[config.mk]
export PLATFORM = sky130hd
export DESIGN_NAME = clipped_rectangle_fill_flat
export DESIGN_NICKNAME = d
export VERILOG_FILES = /design/src/rtl/crf_pkg.sv /design/src/rtl/crf_channels.sv /design/src/rtl/clipped_rectangle_fill.sv /design/src/flat_wrapper.sv
export VERILOG_INCLUDE_DIRS = /design/src /design/src/rtl
export SDC_FILE = /design/constraint.sdc
export NUM_CORES = 1
export LEC_CHECK = 0
export BUFFER_PORTS_ARGS = -buffer_cell sky130_fd_sc_hd__buf_2
export CAP_MARGIN = 30
export CORE_MARGIN = 2
export CORE_UTILIZATION = 50
export CTS_CLUSTER_DIAMETER = 200
export DETAILED_ROUTE_END_ITERATION = 10
export GPL_TIMING_DRIVEN = 0
export PLACE_DENSITY_LB_ADDON = 0.08
export SYNTH_ARGS = -nofsm -noshare
export SYNTH_HDL_FRONTEND = slang
export SYNTH_SLANG_ARGS = --single-unit
[constraint.sdc]
create_clock -name clk -period 7 [get_ports clk]
set_clock_uncertainty 0.1 [all_clocks]
set_input_delay 0.35 -clock clk [delete_from_list [all_inputs] [get_ports clk]]
set_output_delay 0.35 -clock clk [all_outputs]
set_load 0.01 [all_outputs]
[src/rtl/assert_macros.svh]
// Assertion macros used by clipped_rectangle_fill, the RTL file that carries checks.
// No dependencies; pulled in with `include where needed.
`ifndef ASSERT_MACROS_SVH
`define ASSERT_MACROS_SVH

// Implication checked on every rising clock edge, off while reset is asserted.
`define ASSERT_IMPL(label, clk, rst_n, ante, cons, msg) \
    label: assert property (@(posedge clk) disable iff (!rst_n) (ante) |-> (cons)) \
        else $error(msg);

// Same, with the consequent checked in the cycle after the antecedent.
`define ASSERT_NEXT(label, clk, rst_n, ante, cons, msg) \
    label: assert property (@(posedge clk) disable iff (!rst_n) (ante) |=> (cons)) \
        else $error(msg);

`endif

[src/rtl/crf_pkg.sv]
// Shared types and constants of the clipped rectangle fill engine.
// No dependencies; used by the channel interfaces and the top level.
`timescale 1ns / 1ps

package crf_pkg;

    localparam int MAX_SCREEN_SIDE = 4096;
    localparam int COORD_W         = 13;
    localparam int SIDE_W          = 16;
    localparam int ADDR_W          = 32;
    localparam int COLOR_W         = 32;
    localparam int PITCH_W         = 16;
    localparam int CFG_INDEX_W     = 4;
    localparam int CFG_DATA_W      = 32;
    localparam int PIXEL_BYTES     = 4;

    typedef enum logic
    {
        KIND_START = 1'b0,
        KIND_STEP  = 1'b1
    } kind_t;

    typedef enum logic [CFG_INDEX_W-1:0]
    {
        REG_FRAME_BASE    = 4'd0,
        REG_SCREEN_WIDTH  = 4'd1,
        REG_SCREEN_HEIGHT = 4'd2,
        REG_ROW_PITCH     = 4'd3
    } reg_index_t;

    typedef struct packed
    {
        kind_t                      kind;
        logic signed [SIDE_W-1:0]   rect_x;
        logic signed [SIDE_W-1:0]   rect_y;
        logic signed [SIDE_W-1:0]   rect_width;
        logic signed [SIDE_W-1:0]   rect_height;
        logic        [COLOR_W-1:0]  fill_color;
    } rect_cmd_t;

    typedef struct packed
    {
        logic [ADDR_W-1:0]  write_address;
        logic [COLOR_W-1:0] write_data;
        logic               last_pixel;
    } pixel_write_t;

endpackage

[src/rtl/crf_channels.sv]
// Valid/ready channel interfaces of the clipped rectangle fill engine.
// Depends on crf_pkg for field widths and the kind code.
`timescale 1ns / 1ps

interface crf_cmd_if;
    logic                               valid;
    logic                               ready;
    crf_pkg::kind_t                     kind;
    logic signed [crf_pkg::SIDE_W-1:0]  rect_x;
    logic signed [crf_pkg::SIDE_W-1:0]  rect_y;
    logic signed [crf_pkg::SIDE_W-1:0]  rect_width;
    logic signed [crf_pkg::SIDE_W-1:0]  rect_height;
    logic        [crf_pkg::COLOR_W-1:0] fill_color;

    modport source (output valid, kind, rect_x, rect_y, rect_width, rect_height, fill_color,
                    input ready);
    modport sink (input valid, kind, rect_x, rect_y, rect_width, rect_height, fill_color,
                  output ready);
endinterface

interface crf_pix_if;
    logic                         valid;
    logic                         ready;
    logic [crf_pkg::ADDR_W-1:0]   write_address;
    logic [crf_pkg::COLOR_W-1:0]  write_data;
    logic                         last_pixel;

    modport source (output valid, write_address, write_data, last_pixel, input ready);
    modport sink (input valid, write_address, write_data, last_pixel, output ready);
endinterface

interface crf_cfg_if;
    logic                             valid;
    logic                             ready;
    logic [crf_pkg::CFG_INDEX_W-1:0]  index;
    logic [crf_pkg::CFG_DATA_W-1:0]   data;

    modport source (output valid, index, data, input ready);
    modport sink (input valid, index, data, output ready);
endinterface

[src/rtl/clipped_rectangle_fill.sv]
// Clipped rectangle fill engine, 32 bits per pixel: top level.
// A step request is held in the command register and its pixel write then in
// the pixel register, from which the consumer takes it.
// Throughput: one request per cycle; the command register and the pixel
// register each advance every cycle unless the pixel consumer stalls.
// Reset (rst_n, asynchronous, active low) empties both registers, goes idle
// and clears the configuration registers to zero.
// Depends on crf_pkg, the crf channel interfaces and assert_macros.svh.
`timescale 1ns / 1ps
`include "assert_macros.svh"

module clipped_rectangle_fill
(
    input  logic         clk,
    input  logic         rst_n,
    crf_cmd_if.sink      cmd,
    crf_pix_if.source    pix,
    crf_cfg_if.sink      cfg
);

    // ------------------------------------------------------------------
    // Configuration registers. A write lands at once; the walk reads the
    // pitch live, the base and the screen size only at a start.
    // ------------------------------------------------------------------
    logic [crf_pkg::ADDR_W-1:0]  frame_base_reg;
    logic [crf_pkg::COORD_W-1:0] screen_width_reg;
    logic [crf_pkg::COORD_W-1:0] screen_height_reg;
    logic [crf_pkg::PITCH_W-1:0] row_pitch_reg;

    assign cfg.ready = 1'b1;

    always_ff @(posedge clk or negedge rst_n)
    begin
        if (!rst_n)
        begin
            frame_base_reg    <= '0;
            screen_width_reg  <= '0;
            screen_height_reg <= '0;
            row_pitch_reg     <= '0;
        end
        else if (cfg.valid)
        begin
            // Indexes beyond the register list are dropped by the default arm.
            unique case (cfg.index)
                crf_pkg::REG_FRAME_BASE:    frame_base_reg    <= cfg.data[crf_pkg::ADDR_W-1:0];
                crf_pkg::REG_SCREEN_WIDTH:  screen_width_reg  <= cfg.data[crf_pkg::COORD_W-1:0];
                crf_pkg::REG_SCREEN_HEIGHT: screen_height_reg <= cfg.data[crf_pkg::COORD_W-1:0];
                crf_pkg::REG_ROW_PITCH:     row_pitch_reg     <= cfg.data[crf_pkg::PITCH_W-1:0];
                default:                    ;
            endcase
        end
    end

    // ------------------------------------------------------------------
    // Command register: holds one accepted request until it is processed.
    // ------------------------------------------------------------------
    logic               cmd_valid_reg;
    crf_pkg::rect_cmd_t cmd_reg;

    // Pixel register: holds one finished write until the consumer takes it.
    logic                  pix_valid_reg;
    crf_pkg::pixel_write_t pix_reg;

    // Walk state.
    logic                        busy_reg;
    logic [crf_pkg::COORD_W-1:0] cur_col_reg;
    logic [crf_pkg::COORD_W-1:0] first_col_reg;
    logic [crf_pkg::COORD_W-1:0] end_col_reg;
    logic [crf_pkg::COORD_W-1:0] cur_row_reg;
    logic [crf_pkg::COORD_W-1:0] end_row_reg;
    logic [crf_pkg::ADDR_W-1:0]  row_start_address_reg;
    logic [crf_pkg::ADDR_W-1:0]  pixel_address_reg;
    logic [crf_pkg::COLOR_W-1:0] held_color_reg;

    // A step while busy yields a pixel and needs a free pixel register;
    // every other request is absorbed without output and never stalls.
    logic pix_free;
    logic emits;
    logic process;

    assign pix_free  = !pix_valid_reg || pix.ready;
    assign emits     = (cmd_reg.kind == crf_pkg::KIND_STEP) && busy_reg;
    assign process   = cmd_valid_reg && (!emits || pix_free);
    assign cmd.ready = !cmd_valid_reg || process;

    always_ff @(posedge clk or negedge rst_n)
    begin
        if (!rst_n)
        begin
            cmd_valid_reg <= 1'b0;
        end
        else if (cmd.ready)
        begin
            cmd_valid_reg <= cmd.valid;
        end
    end

    always_ff @(posedge clk)
    begin
        if (cmd.ready && cmd.valid)
        begin
            cmd_reg.kind        <= cmd.kind;
            cmd_reg.rect_x      <= cmd.rect_x;
            cmd_reg.rect_y      <= cmd.rect_y;
            cmd_reg.rect_width  <= cmd.rect_width;
            cmd_reg.rect_height <= cmd.rect_height;
            cmd_reg.fill_color  <= cmd.fill_color;
        end
    end

    // ------------------------------------------------------------------
    // Start: clip the rectangle against the screen. Work in 18-bit signed
    // so that x + w never overflows and the bounds compare exactly.
    // ------------------------------------------------------------------
    localparam int CLIP_W = crf_pkg::SIDE_W + 2;

    logic [crf_pkg::COORD_W-1:0] sw_clamp;
    logic [crf_pkg::COORD_W-1:0] sh_clamp;
    logic signed [CLIP_W-1:0]    x_s;
    logic signed [CLIP_W-1:0]    y_s;
    logic signed [CLIP_W-1:0]    w_s;
    logic signed [CLIP_W-1:0]    h_s;
    logic signed [CLIP_W-1:0]    x1_s;
    logic signed [CLIP_W-1:0]    y1_s;
    logic signed [CLIP_W-1:0]    sw_s;
    logic signed [CLIP_W-1:0]    sh_s;
    logic signed [CLIP_W-1:0]    x0_c;
    logic signed [CLIP_W-1:0]    y0_c;
    logic signed [CLIP_W-1:0]    x1_c;
    logic signed [CLIP_W-1:0]    y1_c;
    logic                        rect_ok;
    logic [crf_pkg::COORD_W+crf_pkg::PITCH_W-1:0] row_offset;
    logic [crf_pkg::ADDR_W-1:0]  start_address;

    // Saturate the screen size to the largest supported side.
    assign sw_clamp = ({19'd0, screen_width_reg} > 32'(crf_pkg::MAX_SCREEN_SIDE))
                      ? crf_pkg::COORD_W'(crf_pkg::MAX_SCREEN_SIDE) : screen_width_reg;
    assign sh_clamp = ({19'd0, screen_height_reg} > 32'(crf_pkg::MAX_SCREEN_SIDE))
                      ? crf_pkg::COORD_W'(crf_pkg::MAX_SCREEN_SIDE) : screen_height_reg;

    assign x_s  = {{2{cmd_reg.rect_x[crf_pkg::SIDE_W-1]}}, cmd_reg.rect_x};
    assign y_s  = {{2{cmd_reg.rect_y[crf_pkg::SIDE_W-1]}}, cmd_reg.rect_y};
    assign w_s  = {{2{cmd_reg.rect_width[crf_pkg::SIDE_W-1]}}, cmd_reg.rect_width};
    assign h_s  = {{2{cmd_reg.rect_height[crf_pkg::SIDE_W-1]}}, cmd_reg.rect_height};
    assign x1_s = x_s + w_s;
    assign y1_s = y_s + h_s;
    assign sw_s = {{(CLIP_W-crf_pkg::COORD_W){1'b0}}, sw_clamp};
    assign sh_s = {{(CLIP_W-crf_pkg::COORD_W){1'b0}}, sh_clamp};

    assign x0_c = (x_s < 0) ? '0 : x_s;
    assign y0_c = (y_s < 0) ? '0 : y_s;
    assign x1_c = (x1_s > sw_s) ? sw_s : x1_s;
    assign y1_c = (y1_s > sh_s) ? sh_s : y1_s;

    // Drop empty rectangles, those wholly off screen, and those empty after clipping.
    assign rect_ok = (w_s > 0) && (h_s > 0)
                     && (x1_s > 0) && (y1_s > 0) && (x_s < sw_s) && (y_s < sh_s)
                     && (x1_c > x0_c) && (y1_c > y0_c);

    // First pixel address: base + y0 * pitch + x0 * 4, wrapping at 32 bits.
    assign row_offset    = y0_c[crf_pkg::COORD_W-1:0] * row_pitch_reg;
    assign start_address = frame_base_reg
                           + {{(crf_pkg::ADDR_W-crf_pkg::COORD_W-crf_pkg::PITCH_W){1'b0}},
                              row_offset}
                           + {{(crf_pkg::ADDR_W-crf_pkg::COORD_W-2){1'b0}},
                              x0_c[crf_pkg::COORD_W-1:0], 2'b00};

    // ------------------------------------------------------------------
    // Step: emit the current pixel, then advance in row-major order.
    // ------------------------------------------------------------------
    logic [crf_pkg::COORD_W:0] col_inc;
    logic [crf_pkg::COORD_W:0] row_inc;
    logic                      last_w;
    logic                      row_wrap;
    logic [crf_pkg::ADDR_W-1:0] next_row_address;

    assign col_inc  = {1'b0, cur_col_reg} + 1'b1;
    assign row_inc  = {1'b0, cur_row_reg} + 1'b1;
    assign row_wrap = col_inc >= {1'b0, end_col_reg};
    assign last_w   = row_wrap && (row_inc >= {1'b0, end_row_reg});
    // Pitch is read live, so a new value takes effect at the next row advance.
    assign next_row_address = row_start_address_reg
                              + {{(crf_pkg::ADDR_W-crf_pkg::PITCH_W){1'b0}}, row_pitch_reg};

    always_ff @(posedge clk or negedge rst_n)
    begin
        if (!rst_n)
        begin
            busy_reg              <= 1'b0;
            cur_col_reg           <= '0;
            first_col_reg         <= '0;
            end_col_reg           <= '0;
            cur_row_reg           <= '0;
            end_row_reg           <= '0;
            row_start_address_reg <= '0;
            pixel_address_reg     <= '0;
            held_color_reg        <= '0;
        end
        else if (process)
        begin
            if (cmd_reg.kind == crf_pkg::KIND_START)
            begin
                // Ignore a start while busy.
                if (!busy_reg && rect_ok)
                begin
                    busy_reg              <= 1'b1;
                    first_col_reg         <= x0_c[crf_pkg::COORD_W-1:0];
                    cur_col_reg           <= x0_c[crf_pkg::COORD_W-1:0];
                    end_col_reg           <= x1_c[crf_pkg::COORD_W-1:0];
                    cur_row_reg           <= y0_c[crf_pkg::COORD_W-1:0];
                    end_row_reg           <= y1_c[crf_pkg::COORD_W-1:0];
                    row_start_address_reg <= start_address;
                    pixel_address_reg     <= start_address;
                    held_color_reg        <= cmd_reg.fill_color;
                end
            end
            else if (busy_reg)
            begin
                if (last_w)
                begin
                    busy_reg <= 1'b0;
                end
                else if (row_wrap)
                begin
                    cur_col_reg           <= first_col_reg;
                    cur_row_reg           <= row_inc[crf_pkg::COORD_W-1:0];
                    row_start_address_reg <= next_row_address;
                    pixel_address_reg     <= next_row_address;
                end
                else
                begin
                    cur_col_reg       <= col_inc[crf_pkg::COORD_W-1:0];
                    pixel_address_reg <= pixel_address_reg
                                         + crf_pkg::ADDR_W'(crf_pkg::PIXEL_BYTES);
                end
            end
        end
    end

    // ------------------------------------------------------------------
    // Pixel register: load on an emitting step, drop once taken.
    // ------------------------------------------------------------------
    always_ff @(posedge clk or negedge rst_n)
    begin
        if (!rst_n)
        begin
            pix_valid_reg <= 1'b0;
        end
        else if (process && emits)
        begin
            pix_valid_reg <= 1'b1;
        end
        else if (pix.ready)
        begin
            pix_valid_reg <= 1'b0;
        end
    end

    always_ff @(posedge clk)
    begin
        if (process && emits)
        begin
            pix_reg.write_address <= pixel_address_reg;
            pix_reg.write_data    <= held_color_reg;
            pix_reg.last_pixel    <= last_w;
        end
    end

    assign pix.valid         = pix_valid_reg;
    assign pix.write_address = pix_reg.write_address;
    assign pix.write_data    = pix_reg.write_data;
    assign pix.last_pixel    = pix_reg.last_pixel;

    // ------------------------------------------------------------------
    // Checks.
    // ------------------------------------------------------------------
    `ASSERT_IMPL(a_walk_in_bounds, clk, rst_n, busy_reg,
        (cur_col_reg < end_col_reg) && (cur_row_reg < end_row_reg)
            && (first_col_reg <= cur_col_reg),
        "walk position outside the clipped rectangle")
    `ASSERT_NEXT(a_last_goes_idle, clk, rst_n, process && emits && last_w,
        !busy_reg && pix_valid_reg && pix_reg.last_pixel,
        "last pixel did not end the rectangle")
    `ASSERT_NEXT(a_stalled_cmd_holds, clk, rst_n, cmd_valid_reg && !process,
        cmd_valid_reg && $stable(cmd_reg) && $stable(busy_reg),
        "stalled request changed or was lost")

endmodule
[src/flat_wrapper.sv]
// flat-port wrapper written by rule: the top's interface ports become plain ports
module clipped_rectangle_fill_flat 
  (clk, rst_n, cmd_valid, cmd_kind, cmd_rect_x, cmd_rect_y, cmd_rect_width, cmd_rect_height, cmd_fill_color, cmd_ready, pix_valid, pix_write_address, pix_write_data, pix_last_pixel, pix_ready, cfg_valid, cfg_index, cfg_data, cfg_ready);
  crf_cmd_if cmd_i ();
  crf_pix_if pix_i ();
  crf_cfg_if cfg_i ();
  input  logic clk;
  input  logic rst_n;
  input wire logic [$bits(cmd_i.valid)-1:0] cmd_valid;
  input wire logic [$bits(cmd_i.kind)-1:0] cmd_kind;
  input wire logic [$bits(cmd_i.rect_x)-1:0] cmd_rect_x;
  input wire logic [$bits(cmd_i.rect_y)-1:0] cmd_rect_y;
  input wire logic [$bits(cmd_i.rect_width)-1:0] cmd_rect_width;
  input wire logic [$bits(cmd_i.rect_height)-1:0] cmd_rect_height;
  input wire logic [$bits(cmd_i.fill_color)-1:0] cmd_fill_color;
  output wire logic [$bits(cmd_i.ready)-1:0] cmd_ready;
  output wire logic [$bits(pix_i.valid)-1:0] pix_valid;
  output wire logic [$bits(pix_i.write_address)-1:0] pix_write_address;
  output wire logic [$bits(pix_i.write_data)-1:0] pix_write_data;
  output wire logic [$bits(pix_i.last_pixel)-1:0] pix_last_pixel;
  input wire logic [$bits(pix_i.ready)-1:0] pix_ready;
  input wire logic [$bits(cfg_i.valid)-1:0] cfg_valid;
  input wire logic [$bits(cfg_i.index)-1:0] cfg_index;
  input wire logic [$bits(cfg_i.data)-1:0] cfg_data;
  output wire logic [$bits(cfg_i.ready)-1:0] cfg_ready;
  assign cmd_i.valid = cmd_valid;
  assign cmd_i.kind = cmd_kind;
  assign cmd_i.rect_x = cmd_rect_x;
  assign cmd_i.rect_y = cmd_rect_y;
  assign cmd_i.rect_width = cmd_rect_width;
  assign cmd_i.rect_height = cmd_rect_height;
  assign cmd_i.fill_color = cmd_fill_color;
  assign cmd_ready = cmd_i.ready;
  assign pix_valid = pix_i.valid;
  assign pix_write_address = pix_i.write_address;
  assign pix_write_data = pix_i.write_data;
  assign pix_last_pixel = pix_i.last_pixel;
  assign pix_i.ready = pix_ready;
  assign cfg_i.valid = cfg_valid;
  assign cfg_i.index = cfg_index;
  assign cfg_i.data = cfg_data;
  assign cfg_ready = cfg_i.ready;
  clipped_rectangle_fill u_core (.clk(clk), .rst_n(rst_n), .cmd(cmd_i), .pix(pix_i), .cfg(cfg_i));
endmodule
After elaboration in Yosys (flattened, before gate mapping):

Cells that the tools add are included.

* eq/ne operators: 6
* muxes and demuxes: 31
* reductions and logical operators: 31
* $lt $le $gt $ge: 16
* bitwise gates (word level): 1
* shifts and indexed selects: 0
* div/mod/pow operators: 0
* $mul: 1
* $add $sub $neg: 8

Operators by type and width (number)
* 2-to-1 mux 32 bit: 9
* 2-to-1 mux 13 bit: 12
* 2-to-1 mux 18 bit: 4
* greater-than comparator 18 bit: 2
* adder 16 x 16 -> 17 bit: 2
* greater-than comparator 17 x 1 -> 1 bit, second input constant: 2
* greater-than comparator 17 x 14 -> 1 bit: 2
* adder 32 x 15 -> 32 bit: 1
* adder 32 x 16 -> 32 bit: 1
* adder 32 x 29 -> 32 bit: 1
* adder 32 x 3 -> 32 bit, second input constant: 1
* greater-than comparator 16 x 1 -> 1 bit, second input constant: 2
* < comparator 16 x 1 -> 1 bit, second input constant: 2
* < comparator 16 x 14 -> 1 bit: 2
* multiplier 13 x 16 -> 29 bit: 1
* adder 13 x 1 -> 14 bit, second input constant: 2
* >= comparator 14 x 13 -> 1 bit: 2
* greater-than comparator 13 bit, second input constant: 2
* logical AND 1 bit: 13
* AND reduction 2 bit: 5
* equality test 4 x 2 -> 1 bit, second input constant: 2
* 2-to-1 mux 1 bit: 6
* inequality test 2 bit, second input constant: 3
* AND reduction 5 bit: 1
* other kinds (8): 14

* latch bits: 0
* bits of input ports: 138
* memory bits (read-only): 0
* bits in registers: 400
* memory bits (writable): 0
* memories kept: 0

Depth between registers and ports, before layout:

Gate-level depths: netlist of run 1.

* depth after elaboration: 11
* mapped depth: 30
* gate-level depth less buffers: 26

Worst setup path after synthesis of run 1:

Ideal clock, no wire load.

* kind: reg2reg
* start: register u_core.cmd_reg[79] (netlist name)
* end: register u_core.pixel_address_reg[30] (netlist name)
* setup time: 128 ps
* cell stages (with the launch flop): 26
* arrival time: 7132 ps
* setup slack: -360 ps
* cell sequence: edfxtp_1 -> clkbuf_1 -> nor2b_1 -> clkbuf_1 -> clkbuf_1 -> nand2_1 -> fa_1 -> inv_1 -> fa_1 -> inv_1 -> fa_1 -> inv_1 -> fa_1 -> fa_1 -> fa_1 -> ha_1 -> nor2_1 -> a211oi_1 -> a31oi_1 -> o21ai_0 -> a211oi_1 -> o2111ai_1 -> a311oi_1 -> xnor2_1 -> o221ai_1 -> mux2_1

* cells in the longest elaborated chain, start to end: 10

Ends and longest elaborated chain
* from (decl): line clipped_rectangle_fill.sv:58 `crf_pkg::rect_cmd_t cmd_reg;`
* parallel branches: the longest is 10 deep, another holds adder 32 x 29 -> 32 bit
* to (signal assigned): line clipped_rectangle_fill.sv:213 `pixel_address_reg <= start_address;`
* to (signal assigned): line clipped_rectangle_fill.sv:228 `pixel_address_reg <= next_row_address;`
* to (signal assigned): line clipped_rectangle_fill.sv:233 `pixel_address_reg <= pixel_address_reg`
* to (decl): line clipped_rectangle_fill.sv:72 `logic [crf_pkg::ADDR_W-1:0] pixel_address_reg;`

Several ways; the timed one is not identified. The select of a mux whose other input is x is not followed.
A chain may end at the register's enable or synchronous reset.

Final worst setup path of run 1:

Ends and elaborated chain as after synthesis.

==> results of run 1 <==
==> layout by cell type (no fill, tap or decap), types with 28 or more instances in the layout <==
| cell | n |
|---|---|
| a21o_1 | 63 |
| a21oi_1 | 121 |
| and2_1 | 72 |
| buf_2 | 208 |
| buf_4 | 96 |
| clkbuf_1 | 63 |
| clkbuf_16 | 53 |
| dfrtp_1 | 238 |
| dlygate4sd3_1 | 131 |
| edfxtp_1 | 162 |
| fa_1 | 187 |
| ha_1 | 225 |
| inv_1 | 301 |
| mux2_2 | 89 |
| mux2i_1 | 35 |
| nand2_1 | 412 |
| nand2b_1 | 31 |
| nand3_1 | 54 |
| nand4_1 | 35 |
| nor2_1 | 109 |
| nor2b_1 | 29 |
| o211ai_1 | 28 |
| o21ai_0 | 114 |
| xnor2_1 | 53 |
| xor2_1 | 45 |
==> Yosys cell counts (25+ instances only) <==
cell and count:
a21o_1 63, a21oi_1 131, and2_1 72, and3_1 27, clkbuf_1 98, dfrtp_1 238
edfxtp_1 162, fa_1 196, ha_1 249, inv_1 304, mux2_2 90, mux2i_1 45
nand2_1 418, nand2b_1 39, nand3_1 54, nand4_1 35, nor2_1 113, nor2b_1 42
nor3_1 25, o211ai_1 28, o21a_1 27, o21ai_0 126, xnor2_1 56, xor2_1 48
==> logic make-up (layout without fill, tap and decap cells) <==
logic type	Yosys count	in the layout	synth area share, %
AO/OA/AOI/OAI	540	540	11.9
XOR/XNOR	104	104	3.06
adder cells (fa/ha/maj)	447	447	23.7
buffers and inverters	421	947	5.39
flip-flops	400	400	36.4
multiplexers	146	146	5.34
other	1	1	0.0126
AND/OR/NAND/NOR	893	893	14.2
==> what timing repair did <==
item                                    CTS  global route
hold endpoints to repair                198             0
resized for setup                       175           166
setup buffers                            45            43
hold buffers                            131             0
endpoints found under the setup margin  162           160
cloned                                    1             3
pin swaps                                48            95
==> layer usage <==
metal | vias up | part of all wire (%)
met5 | - | 0.012
met4 | 2 | 3.6
met3 | 181 | 5.5
met2 | 808 | 48
met1 | 12300 | 43
li1 | 11200 | -
==> worst paths after layout <==
check | from | to | slack [ns] | cells past startpoint
max | u_core.cmd_reg[79] | u_core.pixel_address_reg[30] | 0.02 | 23
min reg2reg | u_core.cmd_reg[22] | u_core.held_color_reg[22] | 0.34 | 2
min in group asynchronous | rst_n | u_core.held_color_reg[10] | 0.13 | 2
max reg2reg | u_core.cmd_reg[79] | u_core.pixel_address_reg[30] | 0.02 | 23
max in group asynchronous | rst_n | u_core.screen_width_reg[6] | 5.72 | 3
min | cfg_data[6] | u_core.screen_height_reg[6] | 0.05 | 2
==> layout make-up <==
class | count | share of cell area (%)
inverter | 306 | 3.11
clock buffer | 58 | 3.32
clock inverter | 28 | 0.916
multi-input combinational | 2131 | 49.5
buffer | 115 | 2.28
timing repair buffer | 440 | 8.92
sequential | 400 | 29.3
tap | 773 | 2.62
==> power by group <==
part / switching, mW / internal [mW]
sequential: 0.254 / 2.70
clock: 1.05 / 1.48
combinational: 5.53 / 3.94
total: 6.84 / 8.12
==> per-stage QoR <==
stage	hold slack (ns)	area (µm²)
final	0.0525	36900
after global routing	0.0458	36900
after CTS	0.0183	35900
after detailed placement	0.195	32000
after global placement	0.319	31800
after floorplan	-0.0456	29800
==> impl_metrics.toml, run 1 <==
[outcome]
outcome = "finished, final reports clean"

[final_layout]
num_antenna_cells = 0
drive_above_1_share_pct = 19.9
regArea_mm2 = 0.0108
largest_reg_flops = 97
nets = 4023
layout.cells.non_filler = 4251
area_growth_pct = 24.0
multi_input_area_mm2 = 0.0183
nFillCells = 4827
final_util_pct = 62.6

[die]
die_w_um = 248
dieArea_mm2 = 0.0615
start_util_pct = 50.5
core_mm2 = 0.0589
die_h_um = 248
io_pins = 206
rows = 89

[sta]
finalMaxSlewViolations = 0
setup_ws_ns = 0.0156
finalSetupTns_ns = 0
hold_viol_final = 0
max-slew-margin-rel_pct = 5.03
worstMarginPinSlew_ns = 1.41
rsz0062_at_grt = "true"
fmax_mhz = 143
period_needed_ns = 6.98
fin_crit_sh_pct = 99.8
setup_violations = 0

[run]
max_cap_violations = 0

[cts]
numCtsBuffers = 46
root_buffer = "clkbuf_16"
tritoncts = "yes"
clk_latency_ns = 0.61
h-tree-depth = 2
path_clk_slew_ns = 0.06
clock-sinks = 400
clock_path_buffers = 3

[power]
power.density_mw_per_mm2 = 405
peakVddDrop_v = 0.000662
total_leakage_power_nw = 17.0
power_mw = 15.0

[logic_synthesis]
synth_top_cell_area_share_pct = 20.0
syn_area_per_cell_um2 = 10.1
async_reset_ff_share_pct = 59.5
synth_fp_nets = 3535
synth_top_area_cell = "dfrtp_1"
ys_dominant_reg_cell = "dfrtp_1"
netlist_area_mm2 = 0.0297
synth.area.top_cells = "dfrtp_1, edfxtp_1, fa_1"
yosysSeqAreaShare_pct = 36.4
syn-instance-count = 2952
yosysWarnings = 0
yosys_register_bits = 400
synth-edff-count = 162
ys_types = 84

[global_routing]
busiest_layer = "met2"
overflow = 0
antenna_found_initial = 1
grtUsageMet2_pct = 50.3
grt_max_degree = 100
grtUsageMet1_pct = 40.7
track_usage_pct = 30.2
grt_pass1_wl_mm = 141
met3_usage_pct = 3.50
first_global_vias = 24900

[detailed_routing]
vias = 24400
firstDrtPassIters = 7
wire_per_inst_um = 21.9
viasPerCell = 5.74
drtIter0Drc = 1629
drtAntennaViolNets = 0
routed_wl_mm = 93.1
drc_errors = 0

[worst_setup_path]
critPathMaxStageDelay_ns = 0.60
cp.arrival_ns = 7.38
crit_family = "adder cells"
worstSetupPathType = "flop to flop"
required_ns = 7.39
critical_path_buf_inv_count = 4
start_kind = "flop"
path_cells = "buf_8, clkbuf_8, nor2b_4, clkbuf_4, nand2_1, fa_1, inv_1, fa_1, fa_1, fa_1, fa_1, fa_1, ha_4, a21o_1, a21o_1, a21oi_2, o21ai_4, a211oi_4, o2111ai_2, a311oi_2, xnor2_2, o221ai_2, mux2_4"
cp_slowest_cell = "fa_1"
path_max_fanout = 8
crit_path_frequent_cell = "fa_1"
cp-end-kind = "flop"

[placed_design]
dp_cells = 3939
dpl.hpwl_mm = 68.8
finalWeightedCongestion = 0.921
port_buffers = 204
pre_cts_ws_ns = -1.92

[hold_path]
holdCritPathClass = "input port to flop"
(Power assumes the default switching activity.)
==> run 2: changes to the inputs <==
CORE_MARGIN = default   (was 2)
HOLD_SLACK_MARGIN = 0.06   (was default)
==> run 2 against run 1 <==
Effect of this change:
- critical path type unchanged
- setup slack better by 0.014 ns
- wire length is 0.40% lower
- critical path depth is 4 higher
- core utilization is 0.32 points lower
- maximum frequency is 0.20% higher
- hold slack better by 0.067 ns
- total power is 0.32% higher
==> impl_metrics.toml, run 2 (synthesis gave the netlist of run 1 again) <==
[outcome]
outcome = "finished, final reports clean"

[die]
core_mm2 = 0.0589
dieArea_mm2 = 0.0605
die_h_um = 246
rows = 89
die_w_um = 246
start_util_pct = 50.5
io_pins = 206

[global_routing]
busiest_layer = "met2"
antenna_found_initial = 0
met3_usage_pct = 3.81
track_usage_pct = 30.5
first_global_vias = 24900
grtUsageMet1_pct = 40.3
grt_max_degree = 100
grt_pass1_wl_mm = 140
grtUsageMet2_pct = 51.5
overflow = 0

[placed_design]
pre_cts_ws_ns = -1.68
placed_area_mm2 = 0.0320
finalWeightedCongestion = 0.927
dpl.hpwl_mm = 69.5
port_buffers = 204
dp_cells = 3940

[cts]
root_buffer = "clkbuf_16"
path_clk_slew_ns = 0.06
clock-sinks = 400
clock_path_buffers = 3
numCtsBuffers = 46
tritoncts = "yes"
h-tree-depth = 2
clk_latency_ns = 0.62

[final_layout]
nets = 4008
nFillCells = 4847
layout_common_cells = "nand2_1, inv_1, dfrtp_1"
area_growth_pct = 23.4
layout.cells.non_filler = 4236
final_util_pct = 62.3
num_antenna_cells = 0
largest_reg_flops = 97
drive_above_1_share_pct = 19.3
layout_commonest_cell = "nand2_1"
finalInstanceArea_mm2 = 0.0367

[sta]
finalSetupTns_ns = 0
period_needed_ns = 6.97
worstMarginPinSlew_ns = 1.18
setup_ws_ns = 0.0294
finalMaxSlewViolations = 0
max-slew-margin-rel_pct = 21.6
setup_violations = 0
fmax_mhz = 143
fin_crit_sh_pct = 99.6
worst_hold_slack_ns = 0.119
rsz0062_at_grt = "true"
hold_viol_final = 0

[power]
total_leakage_power_nw = 17.0
power.density_mw_per_mm2 = 409
peakVddDrop_v = 0.000528
power_mw = 15.0

[worst_setup_path]
start_kind = "flop"
cp-end-kind = "flop"
crit_path_frequent_cell = "fa_1"
worstSetupPathType = "flop to flop"
cp_slowest_cell = "fa_2"
reg2reg_slack_ns = 0.03
rr_worst_depth = 27
r2r_start = "u_core.cmd_reg[79]"
critical_path_buf_inv_count = 8
critPathMaxStageDelay_ns = 0.56
required_ns = 7.41
cp.arrival_ns = 7.38
r2r_end = "u_core.row_start_address_reg[28]"
crit_family = "adder cells"
path_max_fanout = 7
startpoint = "u_core.cmd_reg[79]"

[detailed_routing]
viasPerCell = 5.74
drtIter0Drc = 1736
drtAntennaViolNets = 0
vias = 24300
wire_per_inst_um = 21.9
firstDrtPassIters = 7
routed_wl_mm = 92.7
drc_errors = 0

[run]
max_cap_violations = 0

[hold_path]
holdCritPathClass = "input port to asynchronous set/reset pin"
run 2: changes by cell type in the layout (fill, tap and decap cells not counted), sizes merged:
cell	delta
buf	-17
clkbuf	+3
clkinv	-1
clkinvlp	+3
dlygate4sd3	+1
inv	-4
run 2: metal layers:
layer	share of wire (%)	routed length, µm	up-vias
met2	48	44600	801
li1	-	-	11100
met1	42	39300	12200
met5	0	0	-
met3	5.9	5430	192
met4	3.7	3430	0
run 2: cell type report:
cell class	count	area [µm²]	area share, %
Sequential cell	400	10800	29.5
Clock buffer	60	1220	3.33
Tap cell	773	967	2.63
Buffer	114	817	2.23
Multi-Input combinational cell	2131	18200	49.6
Inverter	306	1150	3.14
Timing Repair Buffer	426	3190	8.70
Clock inverter	26	342	0.930
run 2: repair_timing:
item,in CTS,in global routing
cloned,1,3
buffers inserted,43,29
hold buffers,132,0
setup endpoints to repair,161,161
gates resized for setup,164,173
pin swaps,44,85
endpoints found under the hold margin,296,0
run 2: worst max path at each step:
stage / slack (ns) / endpoint / depth (start not counted)
final: 0.03 / u_core.row_start_address_reg[28] / 27
after global routing: -0.19 / u_core.pixel_address_reg[30] / 26
after CTS: -0.001 / u_core.pixel_address_reg[30] / 26
after detailed placement: -1.68 / u_core.held_color_reg[24] / 28
after global placement: -3.63 / u_core.pixel_address_reg[1] / 9
after floorplan: 0.03 / u_core.pixel_address_reg[30] / 25
run 2: power by group:
part	switching [mW]	internal [mW]
sequential	0.257	2.70
combinational	5.53	3.98
clock	1.06	1.47
total	6.85	8.15
==> run 3: changes to the inputs <==
CORE_MARGIN = 4   (was default)
CORE_UTILIZATION = 56   (was 50)
==> run 3 against run 2 <==
Effect of this change:
- the flow now finishes with violations (setup timing)
- core utilization up 7.2 points
- maximum frequency down 0.44%
- via count up 0.90%
- global-route usage up 1.6 points
- clock power down 5%
- largest cell class unchanged
- largest power group unchanged
- highest routed layer unchanged
==> impl_metrics.toml, run 3 (synthesis gave the netlist of run 1 again) <==
[worst_setup_path]
worstSetupPathType = "flop to flop"
cp_slowest_cell = "fa_1"
required_ns = 7.38
cp.arrival_ns = 7.38
path_max_fanout = 9
start_kind = "flop"
crit_family = "adder cells"
path_cells = "buf_8, nor2b_4, buf_8, clkbuf_16, nand2_1, fa_1, inv_2, fa_1, fa_1, fa_1, fa_1, fa_1, ha_4, a21o_1, a21o_1, a21oi_2, o21ai_4, a211oi_4, o2111ai_2, a311oi_2, xnor2_2, o221ai_2, mux2_4"
crit_path_frequent_cell = "fa_1"
critical_path_buf_inv_count = 4
critPathMaxStageDelay_ns = 0.62
cp-end-kind = "flop"

[detailed_routing]
drc_errors = 0
drtAntennaViolNets = 0
firstDrtPassIters = 5
drtIter0Drc = 1970
viasPerCell = 5.90
routed_wl_mm = 93.1
wire_per_inst_um = 22.4
vias = 24500

[sta]
rsz0062_at_grt = "true"
finalMaxSlewViolations = 0
worstMarginPinSlew_ns = 1.10
period_needed_ns = 7.00
fin_crit_sh_pct = 100
max-slew-margin-rel_pct = 26.2
setup_ws_ns = -0.00150
fmax_mhz = 143
hold_viol_final = 0
setup_violations = 1

[run]
max_cap_violations = 0

[final_layout]
final_util_pct = 69.5
area_growth_pct = 22.7
nets = 4008
drive_above_1_share_pct = 19.2
layout.cells.non_filler = 4152
finalInstanceArea_mm2 = 0.0365
largest_reg_flops = 97
layout_commonest_cell = "nand2_1"
layout_common_cells = "nand2_1, inv_1, dfrtp_1"

[cts]
clock_path_buffers = 3
clk_latency_ns = 0.61
numCtsBuffers = 45
clock-sinks = 400
h-tree-depth = 2
root_buffer = "clkbuf_16"
tritoncts = "yes"
path_clk_slew_ns = 0.06

[placed_design]
pre_cts_ws_ns = -2.13
dpl.hpwl_mm = 68.8
placed_area_mm2 = 0.0318
finalWeightedCongestion = 0.932
port_buffers = 204
dp_cells = 3851

[die]
dieArea_mm2 = 0.0569
rows = 84
io_pins = 206
start_util_pct = 56.6
die_w_um = 238
die_h_um = 238
core_mm2 = 0.0526

[global_routing]
first_global_vias = 25500
overflow = 0
antenna_found_initial = 1
track_usage_pct = 32.1
grt_pass1_wl_mm = 142
grt_max_degree = 104

[outcome]
outcome = "complete, but fails checks"
violations = "setup timing"

[power]
power.density_mw_per_mm2 = 414
power_mw = 15.1
peakVddDrop_v = 0.000561
total_leakage_power_nw = 17.0

[hold_path]
holdCritPathClass = "input port to flop"
==> run 3: what timing repair did <==
item	4_1_cts	5_1_grt
hold endpoints to repair	224	0
buffers inserted	44	34
gates resized for setup	175	155
pin swaps	50	70
hold buffers	132	0
setup endpoints to repair	162	161
gates cloned	2	2
==> run 3: where the power goes <==
part	leakage, nW	internal [mW]	switching, mW	total (mW)
registers	4.65	2.70	0.260	2.96
clock network	0.712	1.40	1.01	2.41
logic	11.6	4.15	5.61	9.75
==> run 3: final cells by class <==
cell class,instances,area (µm²)
Timing Repair Buffer,427,3190
Antenna cell,2,5.00
Fill cell,4011,16000
Buffer,114,862
Inverter,306,1150
Sequential cell,400,10800
Tap cell,688,861
Multi-Input combinational cell,2131,18200
Clock inverter,25,275
Clock buffer,59,1200
==> run 3: worst min-delay path, delay by kind of cell <==
family        cells  cell delay, ns
buf+inv           1            0.13
mux               1            0.17
simple gates      1            0.15
==> run 3: stage by stage <==
stage	setup TNS [ns]	hold slack (ns)
floorplan	0	-0.0456
detailed placement	-288.03	0.231
finish	-0.00150	0.139
global route	-1.41	0.146
CTS	0	0.116
global placement	-396.22	0.319
==> run 3: final timing paths <==
check | endpoint | start | slack [ns] | cells after the start
min reg2reg | u_core.held_color_reg[22] | u_core.cmd_reg[22] | 0.34 | 2
max reg2reg | u_core.pixel_address_reg[30] | u_core.cmd_reg[79] | -0.002 | 23
min in group asynchronous | u_core.held_color_reg[13] | rst_n | 0.20 | 2
max | u_core.pixel_address_reg[30] | u_core.cmd_reg[79] | -0.002 | 23
max in group asynchronous | u_core.end_row_reg[7] | rst_n | 5.62 | 3
min | u_core.screen_width_reg[0] | cfg_index[0] | 0.14 | 3
==> run 3: metal layers <==
| layer | vias up | share of wire [%] | GRT usage [%] |
|---|---|---|---|
| met5 | - | 0 | 0 |
| met3 | 234 | 6.9 | 5.96 |
| met2 | 984 | 48 | 53.3 |
| li1 | 11100 | - | - |
| met4 | 0 | 4.7 | 13.6 |
| met1 | 12200 | 41 | 41.7 |
